File: src/hdl/afc_pkg.sv
// Shared constants and result type for the addressed frame checker.
package afc_pkg;

    // Frame layout and bus codes
    localparam logic [8:0] HEADER_BYTES   = 9'd4;
    localparam logic [7:0] BROADCAST_ADDR = 8'hFF;
    localparam logic [7:0] CMD_READ       = 8'h01;
    localparam logic [7:0] CMD_WRITE      = 8'h81;
    localparam logic [7:0] PARAM_SEARCH   = 8'h08;
    localparam logic [7:0] SEARCH_LEN     = 8'h01;

    // Header byte positions within a frame
    localparam logic [8:0] POS_ADDR  = 9'd0;
    localparam logic [8:0] POS_CMD   = 9'd1;
    localparam logic [8:0] POS_PARAM = 9'd2;
    localparam logic [8:0] POS_LEN   = 9'd3;
    localparam logic [8:0] POS_HEAD  = 9'd4;

    // Verdict codes
    localparam logic [2:0] VERD_BAD_REPLY      = 3'd0;
    localparam logic [2:0] VERD_BAD_SILENT     = 3'd1;
    localparam logic [2:0] VERD_FOREIGN_SEARCH = 3'd2;
    localparam logic [2:0] VERD_FOREIGN_IGNORE = 3'd3;
    localparam logic [2:0] VERD_READ           = 3'd4;
    localparam logic [2:0] VERD_WRITE          = 3'd5;
    localparam logic [2:0] VERD_UNHANDLED      = 3'd6;

    // One verdict item
    typedef struct packed {
        logic [7:0] first_payload;
        logic [7:0] payload_length;
        logic [7:0] param_code;
        logic [7:0] command_code;
        logic       is_broadcast;
        logic [2:0] verdict;
    } t_result;

endpackage

File: src/hdl/afc_frame.sv
// Frame assembly state, running checksum and verdict logic.
module afc_frame
    import afc_pkg::*;
(
    input  logic       i_clk,
    input  logic       i_rst_n,
    input  logic       i_step,
    input  logic [7:0] i_byte,
    input  logic       i_start,
    input  logic [7:0] i_node_addr,
    output logic       o_hit,
    output t_result    o_result
);

    logic [8:0] r_count, n_count;
    logic [7:0] r_sum, n_sum;
    logic [7:0] r_addr, n_addr;
    logic [7:0] r_cmd, n_cmd;
    logic [7:0] r_param, n_param;
    logic [7:0] r_len, n_len;
    logic [7:0] r_head, n_head;
    logic [8:0] count_eff;
    logic [7:0] sum_eff;
    logic       own_addr;
    logic       bcast;

    // Restart drops the partial frame
    assign count_eff = i_start ? 9'd0 : r_count;
    assign sum_eff   = i_start ? 8'd0 : r_sum;

    // Checksum byte closes the frame
    assign o_hit    = (count_eff == ({1'b0, r_len} + HEADER_BYTES));
    assign own_addr = (r_addr == i_node_addr);
    assign bcast    = (r_addr == BROADCAST_ADDR);

    // Judge the finished frame
    always_comb begin
        o_result.is_broadcast   = bcast;
        o_result.command_code   = r_cmd;
        o_result.param_code     = r_param;
        o_result.payload_length = r_len;
        o_result.first_payload  = r_head;
        if (r_sum != i_byte) begin
            o_result.verdict = own_addr ? VERD_BAD_REPLY : VERD_BAD_SILENT;
        end else if (!own_addr && !bcast) begin
            if (r_cmd == CMD_READ && r_param == PARAM_SEARCH && r_len == SEARCH_LEN) begin
                o_result.verdict = VERD_FOREIGN_SEARCH;
            end else begin
                o_result.verdict = VERD_FOREIGN_IGNORE;
            end
        end else if (r_cmd == CMD_READ) begin
            o_result.verdict = VERD_READ;
        end else if (r_cmd == CMD_WRITE) begin
            o_result.verdict = VERD_WRITE;
        end else begin
            o_result.verdict = VERD_UNHANDLED;
        end
    end

    // Capture header bytes and the first payload byte, and advance the count and checksum
    always_comb begin
        n_addr  = r_addr;
        n_cmd   = r_cmd;
        n_param = r_param;
        n_len   = r_len;
        n_head  = r_head;
        if (o_hit) begin
            n_count = 9'd0;
            n_sum   = 8'd0;
        end else begin
            n_count = count_eff + 9'd1;
            n_sum   = sum_eff + i_byte;
            case (count_eff)
                POS_ADDR: begin
                    n_addr = i_byte;
                    n_sum  = i_byte;
                end
                POS_CMD:   n_cmd = i_byte;
                POS_PARAM: n_param = i_byte;
                POS_LEN: begin
                    n_len  = i_byte;
                    n_head = 8'd0;
                end
                POS_HEAD:  n_head = i_byte;
                default:   n_head = r_head;
            endcase
        end
    end

    // Control state
    always_ff @(posedge i_clk) begin
        if (!i_rst_n) begin
            r_count <= 9'd0;
            r_sum   <= 8'd0;
        end else if (i_step) begin
            r_count <= n_count;
            r_sum   <= n_sum;
        end
    end

    // Header fields
    always_ff @(posedge i_clk) begin
        if (!i_rst_n) begin
            r_addr  <= 8'd0;
            r_cmd   <= 8'd0;
            r_param <= 8'd0;
            r_len   <= 8'd0;
            r_head  <= 8'd0;
        end else if (i_step) begin
            r_addr  <= n_addr;
            r_cmd   <= n_cmd;
            r_param <= n_param;
            r_len   <= n_len;
            r_head  <= n_head;
        end
    end

endmodule

File: src/hdl/addressed_frame_checker_core.sv
// Top level: input register, frame checker and result register.
//
// Takes one received bus byte per cycle unless stalled and emits one verdict item
// at the checksum byte of each frame (address, command, parameter, length, payload,
// checksum; length+5 bytes). A byte can be accepted every cycle unless stalled; the
// frame state register is updated once per byte, and a verdict passes through the
// input register and the result register to the master side. The result register
// lets the next bytes enter while a verdict waits to be taken; only a checksum byte
// stalls behind an untaken verdict. The user must write the node address through
// i_cfg_we / i_cfg_wdata while no frame is in flight; the block does not enforce it.
module addressed_frame_checker_core
    import afc_pkg::*;
(
    input  logic        i_clk,
    input  logic        i_rst_n,
    input  logic        i_cfg_we,
    input  logic [7:0]  i_cfg_wdata,     // node_address
    input  logic        s_axis_tvalid,
    output logic        s_axis_tready,
    input  logic [7:0]  s_axis_tdata,    // [7:0] rx_byte
    input  logic        s_axis_tuser,    // frame_start
    output logic        m_axis_tvalid,
    input  logic        m_axis_tready,
    output logic [31:0] m_axis_tdata,    // [7:0] command_code, [15:8] param_code,
                                         // [23:16] payload_length, [31:24] first_payload
    output logic [3:0]  m_axis_tuser     // [2:0] verdict, [3] is_broadcast
);

    logic [7:0] r_node_addr;
    logic       r_in_valid;
    logic [7:0] r_in_byte;
    logic       r_in_start;
    logic       r_out_valid;
    t_result    r_out;
    logic       hit;
    t_result    result;
    logic       out_free;
    logic       advance;

    // Hold the node address
    always_ff @(posedge i_clk) begin
        if (!i_rst_n) begin
            r_node_addr <= 8'd0;
        end else if (i_cfg_we) begin
            r_node_addr <= i_cfg_wdata;
        end
    end

    // Advance the held item when its verdict, if any, has room
    assign out_free      = !r_out_valid || m_axis_tready;
    assign advance       = r_in_valid && (!hit || out_free);
    assign s_axis_tready = !r_in_valid || advance;

    // Input register
    always_ff @(posedge i_clk) begin
        if (!i_rst_n) begin
            r_in_valid <= 1'b0;
        end else if (s_axis_tready) begin
            r_in_valid <= s_axis_tvalid;
        end
    end

    always_ff @(posedge i_clk) begin
        if (s_axis_tready && s_axis_tvalid) begin
            r_in_byte  <= s_axis_tdata;
            r_in_start <= s_axis_tuser;
        end
    end

    afc_frame u_frame (
        .i_clk       (i_clk),
        .i_rst_n     (i_rst_n),
        .i_step      (advance),
        .i_byte      (r_in_byte),
        .i_start     (r_in_start),
        .i_node_addr (r_node_addr),
        .o_hit       (hit),
        .o_result    (result)
    );

    // Result register
    always_ff @(posedge i_clk) begin
        if (!i_rst_n) begin
            r_out_valid <= 1'b0;
        end else if (out_free) begin
            r_out_valid <= advance && hit;
        end
    end

    always_ff @(posedge i_clk) begin
        if (advance && hit) begin
            r_out <= result;
        end
    end

    assign m_axis_tvalid = r_out_valid;
    assign m_axis_tdata  = {r_out.first_payload, r_out.payload_length,
                            r_out.param_code, r_out.command_code};
    assign m_axis_tuser  = {r_out.is_broadcast, r_out.verdict};

`ifndef ASSERT_OFF
    // A byte is never taken over a held one that does not move on
    a_no_overwrite: assert property (@(posedge i_clk) disable iff (!i_rst_n)
        (r_in_valid && s_axis_tready) |-> advance)
        else $error("input register overwritten");

    // A search reply verdict only for a read of the search parameter, length one
    a_search_fields: assert property (@(posedge i_clk) disable iff (!i_rst_n)
        (m_axis_tvalid && m_axis_tuser[2:0] == VERD_FOREIGN_SEARCH) |->
        (m_axis_tdata[7:0] == CMD_READ && m_axis_tdata[15:8] == PARAM_SEARCH &&
         m_axis_tdata[23:16] == SEARCH_LEN))
        else $error("search verdict with wrong header");

    // Read and write verdicts carry a read or write command byte
    a_cmd_match: assert property (@(posedge i_clk) disable iff (!i_rst_n)
        (m_axis_tvalid && (m_axis_tuser[2:0] == VERD_READ ||
                           m_axis_tuser[2:0] == VERD_WRITE)) |->
        (m_axis_tdata[7:0] == CMD_READ || m_axis_tdata[7:0] == CMD_WRITE))
        else $error("command verdict mismatch");

    // No verdict right after reset
    a_reset_quiet: assert property (@(posedge i_clk)
        $past(!i_rst_n) |-> !m_axis_tvalid)
        else $error("verdict out of reset");
`endif

endmodule
File: config.mk
export PLATFORM = sky130hd
export DESIGN_NAME = addressed_frame_checker_core
export DESIGN_NICKNAME = d
export VERILOG_FILES = /design/src/hdl/afc_pkg.sv /design/src/hdl/afc_frame.sv /design/src/hdl/addressed_frame_checker_core.sv
export SDC_FILE = /design/constraint.sdc
export NUM_CORES = 1
export LEC_CHECK = 0
export BUFFER_PORTS_ARGS = -buffer_cell sky130_fd_sc_hd__buf_2
export CORE_ASPECT_RATIO = 1.2
export CORE_MARGIN = 2
export CORE_UTILIZATION = 45
export DETAILED_ROUTE_END_ITERATION = 16
export GPL_ROUTABILITY_DRIVEN = 1
export PLACE_DENSITY = 0.67
export RECOVER_POWER = 50
export SLEW_MARGIN = 20
export SYNTH_ARGS = -nofsm -noshare
export SYNTH_HDL_FRONTEND = slang
export SYNTH_SLANG_ARGS = --single-unit
File: constraint.sdc
create_clock -name i_clk -period 3.9 [get_ports i_clk]
set_input_delay 0.585 -clock i_clk [delete_from_list [all_inputs] [get_ports i_clk]]
set_output_delay 0.585 -clock i_clk [all_outputs]
set_load 0.02 [all_outputs]
# After elaboration in Yosys (flattened, before gate mapping)
# Cells that the tools add are included.
[word_totals] latchBits=0 out_inout_bits=38 ram_bits=0 memories=0 romBits=0 regBits=112 in_bits=22
[classes] bitwise=1 multipliers=0 div_mod_pow=0 addsub=3 n_reduce_logical=21 eq_ne=12 n_shift=0 magnitude_cmp=0 muxes=12
[ops] cell="$mux W8" count=3
[ops] cell="$eq A9 B2 Y1 const B" count=2
[ops] cell="$mux W9" count=2
[ops] cell="$eq A8 B1 Y1 const B" count=2
[ops] cell="$eq A8 B8 Y1 const B" count=2
[ops] cell="$pmux W8 S2" count=1
[ops] cell="$reduce_and A3 Y1" count=5
[ops] cell="$add A8 B3 Y9 const B" count=1
[ops] cell="$add A9 B1 Y9 const B" count=1
[ops] cell="$eq A9 B1 Y1 const B" count=1
[ops] cell="$eq A9 B3 Y1 const B" count=1
[ops] cell="$eq A9 B9 Y1" count=1
[ops] cell="$logic_not A9 Y1" count=1
[ops] cell="$mux W3" count=3
[ops] cell="$add A8 B8 Y8" count=1
[ops] cell="$eq A8 B4 Y1 const B" count=1
[ops] cell="$eq A8 B8 Y1" count=1
[ops] cell="$ne A8 B8 Y1" count=1
[ops] cell="$logic_and A1 B1 Y1" count=6
[ops] cell="$logic_not A1 Y1" count=5
[ops] cell="$logic_or A1 B1 Y1" count=3
[ops] cell="$mux W1" count=2
[ops] cell="$mux W2" count=1
[ops] cell="$reduce_bool A2 Y1" count=1
[ops] cell="$not A1 Y1" count=1

# Logic depth before layout (Yosys ltp)
[depth] word_depth=7 depth_mapped=13 depth_no_buf=10

# Modules after synthesis
# A second synthesis with hierarchy kept.
[hier_totals] cells_unflattened=499 hier_area_um2=5330.1
[by_module_without_submodules] mod="afc_frame" cells_per_inst=417 area_each_um2=3569.7 seq_area_each_um2=1141.1 n_inst=1
[by_module_without_submodules] mod="addressed_frame_checker_core" cells_per_inst=82 area_each_um2=1760.4 seq_area_each_um2=1551.5 n_inst=1

# Least setup slack after synthesis
# No wires, ideal clock.
[synth_timing] path_type="register to register" from="register u_frame.r_len[2]" to="register r_out, in the netlist m_axis_tdata[0], enable pin" required_ps=3471 path_buffers=0 setup_ps=429 arrival_time_ps=3460 path_slack_ps=11 path_stages_with_launch=7 cell_sequence="dfxtp_1 ha_1 and3_4 mux2_4 o221a_1 or4_4 nor2_1"
[synth_between] elab_chain_len=6
[synth_rtl] element="start, declared" line="afc_frame.sv:20" text="logic [7:0] r_len, n_len;"
[synth_rtl] element="start signal, assigned" line="afc_frame.sv:113" text="r_len <= n_len;"
[synth_rtl] element="$add A8 B3 Y9 (*)" line="afc_frame.sv:32" text="assign o_hit = (count_eff == ({1'b0, r_len} + HEADER_BYTES));"
[synth_rtl] element="$eq A9 B9 Y1 (*)" line="afc_frame.sv:32"
[synth_rtl] element="$logic_not A1 Y1" line="addressed_frame_checker_core.sv:51" text="assign advance = r_in_valid && (!hit || out_free);"
[synth_rtl] element="$logic_or A1 B1 Y1" line="addressed_frame_checker_core.sv:51"
[synth_rtl] element="$logic_and A1 B1 Y1" line="addressed_frame_checker_core.sv:51"
[synth_rtl] element="$logic_and A1 B1 Y1 (*)" line="addressed_frame_checker_core.sv:91" text="if (advance && hit) begin"
[synth_rtl] element="end signal, assigned" line="addressed_frame_checker_core.sv:92" text="r_out <= result;"
[synth_rtl] element="end, declared" line="addressed_frame_checker_core.sv:34" text="t_result r_out;"
# Mark *: on every way between the ends. The rest lies on a longest branch, timed or not.
# A chain may end at the register's enable or synchronous reset.

# Final worst setup path
[layout_timing] from="register u_frame.r_len[2]" to="output port s_axis_tready"
[layout_between] elab_chain_len=6
[layout_rtl] element="$add A8 B3 Y9" line="afc_frame.sv:32"
[layout_rtl] element="$eq A9 B9 Y1" line="afc_frame.sv:32"
[layout_rtl] element="$logic_not A1 Y1" line="addressed_frame_checker_core.sv:51"
[layout_rtl] element="$logic_or A1 B1 Y1" line="addressed_frame_checker_core.sv:51"
[layout_rtl] element="$logic_and A1 B1 Y1" line="addressed_frame_checker_core.sv:51"
[layout_rtl] element="$logic_or A1 B1 Y1" line="addressed_frame_checker_core.sv:52" text="assign s_axis_tready = !r_in_valid || advance;"
[layout_rtl] element="end, declared" line="addressed_frame_checker_core.sv:19" text="output logic s_axis_tready,"
# No other way between the ends.

==> run metrics <==
Async SR Flop Fraction=0%; Pleak=between 1.5 and 2 nW; Cell Pwr Density=just under 400 nW/um^2; setup total negative slack=0 ns; # port buffers=59; vias in the first global route=3,429; Rel. slew slack=27.95%; Fmax=274.7 MHz; area share of the largest cell type after synthesis=around a quarter; setup bufs post-CTS=0; post-DP HPWL=approximately 7.1 mm; Clock Pin Slew Worst Setup and Hold Paths=0.07 ns; Worst path slowest cell=or4_4; CP Cell Sequence=ha_1 -> and3_1 -> mux2_1 -> o221a_1 -> or4_4 -> or3_1 -> buf_2; initial antenna violation count=0; Synth Register Bits=112; mean post-synth cell area=10.12 um^2; DRC viols=0; CP Capture Type=output pin; minimum clock period=3.640 ns; status=completed; placed insts=687; syn_nets=544; CP Class=flop to output pin; crit path max fanout=7; top-count cell post-synth=dfxtp_1; top area cells in the synthesized netlist=edfxtp_1 26%, dfxtp_1 26%, nand2_1 4.6%; Initial DRC Count=238; number of CTS-inserted buffers=9; Placeable Area=11,090 um^2; Bufs on Longest Clock Path=2; Critical Path AT=around 3.1 ns; drt total wl=10.33 mm; EDFF count, synth=45; vias per inst=5.215; Worst Hold Class=primary input to flop; fin cells=703; sequential share of the synthesized area=52.36%; FF/Latch Area=about 2700 um^2; die extent in x=roughly 100 um; TritonCTS clock tree=done; routed wire length per instance=14.69 um; Rows=42; final hold violations=0; root buf cell=clkbuf_16; Synth Warn #=0; biggest area consumer among synthesized cells=edfxtp_1; Worst path max stage delay=between 0.5 and 0.6 ns; die area=12,300 um^2; clock skew=0.005757 ns; Initial Util=46.38%; clk sink count=about 110; hold_buf cts=0; drt pass-1 iters=4; largest net degree at the start of global routing=69; Worst Path Required=3.31 ns; Ant. Diodes=0; gr ovfl total=0; fillers=1,012; setup violators final=0; GPL Wtd Cong=0.8105; post-route ant nets=0; post-CTS sizing=0; first-pass GRT wire length=16.85 mm; commonest cells in the netlist=67 x dfxtp_1, 63 x nand2_1, 45 x edfxtp_1; all-layer global routing usage=17.64%; Main synth FF type=dfxtp_1; worst-margin pin slew=1.080 ns; Area Growth Syn to Fin=10.71%; Synth Cell Area=5142 um^2; multi-input combinational cell area=between 2000 and 2500 um^2; I/O pin total=60; RSZ-0062 raised after global routing=false; Tot Pwr=approximately 2.3 mW; later-pin clock latency in the skew report=0.35 ns; # Max-Cap Violations=0; die height=approximately 120 um; Final Cycle Share=93.34%; fin nets=580; layout cells sized above 1=9.654%; maximum VDD drop=0.1915 mV; Distinct cells, synth=57; Mapped Cells=508; vias=roughly 3,700; number of H-tree levels=3; Pins Over Slew Limit=0; Worst setup SP type=flop
registers in the layout, summed over array words and instances, names as in the netlist:
name             flops
m_axis_tdata        32
r_in_start           1
r_in_byte            8
u_frame.r_count      9
u_frame.r_len        8
u_frame.r_cmd        8
u_frame.r_head       8
r_in_valid           1
u_frame.r_param      8
u_frame.r_sum        8
m_axis_tuser         4
m_axis_tvalid        1
r_node_addr          8
u_frame.r_addr       8
through the flow:
step	cell area, um^2	utilization [%]	hold slack [ns]	setup slack [ns]
2_1_floorplan	5142	-	0.4081	0.01108
3_3_place_gp	5493	49.54	0.4184	0.7508
3_5_place_dp	5493	49.54	0.4154	0.6677
4_1_cts	5761	51.95	0.4018	0.3225
5_1_grt	5693	51.34	0.4011	0.1637
6_report	5693	51.34	0.4116	0.2597
layer usage:
| layer | GRT usage [%] | wire [um] | vias up |
|---|---|---|---|
| li1 | - | - | 1862 |
| met1 | 23.14 | 4555 | 1703 |
| met2 | 29.36 | 5050 | 85 |
| met3 | 3.283 | 550 | 16 |
| met4 | 5.490 | 173 | 0 |
| met5 | 0 | 0 | - |
area by class of cell:
type,instances,share of cell area (%)
clock buffer,11,4.088
inverter,8,0.5275
multi-input combinational,351,39.34
sequential,112,47.30
timing repair buffer,62,4.747
clock inverter,5,0.6154
tap,154,3.385
logic make-up (layout without fill, tap and decap cells):
family	count (synthesis)	after routing	synth area share (%)
AO/OA/AOI/OAI	81	81	10.56
XOR/XNOR	30	30	5.377
buffers and inverters	45	86	3.844
flip-flops	112	112	52.36
adder cells (fa/ha/maj)	14	14	3.552
AND/OR/NAND/NOR	205	205	20.07
multiplexers	21	21	4.233
worst max-delay path, delay by kind of cell, from the launching register on:
kind                     cells  cell delay, ns
adder cells (fa/ha/maj)      1            0.23
AND/OR/NAND/NOR              3            1.24
multiplexers                 1            0.34
AO/OA/AOI/OAI                1            0.27
buffers and inverters        1            0.18
flip-flops                   1            0.45
power breakdown:
part | internal [mW] | total, mW | switching [mW]
logic | 0.0625 | 0.141 | 0.0785
registers | 1.24 | 1.28 | 0.0438
clock network | 0.435 | 0.841 | 0.405
total | 1.73 | 2.26 | 0.528
path summary, 6_finish.rpt:
kind | startpoint | end | slack [ns] | cells after the start
setup / recovery | u_frame.r_len[2]$_SDFFE_PN0P_ | s_axis_tready | 0.26 | 7
hold / removal | s_axis_tdata[7] | r_in_byte[7]$_DFFE_PP_ | 0.41 | 1
setup reg to reg | u_frame.r_len[2]$_SDFFE_PN0P_ | m_axis_tdata[1]$_DFFE_PP_ | 0.63 | 6
hold reg to reg | u_frame.r_head[6]$_SDFFE_PN0P_ | m_axis_tdata[30]$_DFFE_PP_ | 0.43 | 0
layout by cell type (no fill, tap or decap), types with 13 or more instances in the layout:
| cell | Yosys | routed |
|---|---|---|
| clkbuf_1 | 25 | 40 |
| nor2_1 | 39 | 38 |
| nand3_1 | 36 | 36 |
| buf_2 | 7 | 21 |
| edfxtp_1 | 45 | 45 |
| nand2_1 | 63 | 63 |
| mux2i_1 | 18 | 18 |
| ha_1 | 13 | 13 |
| o21ai_0 | 22 | 23 |
| xnor2_1 | 17 | 17 |
| dfxtp_1 | 67 | 67 |
| nor2b_1 | 13 | 13 |
Power figures use the tool's default switching activity.
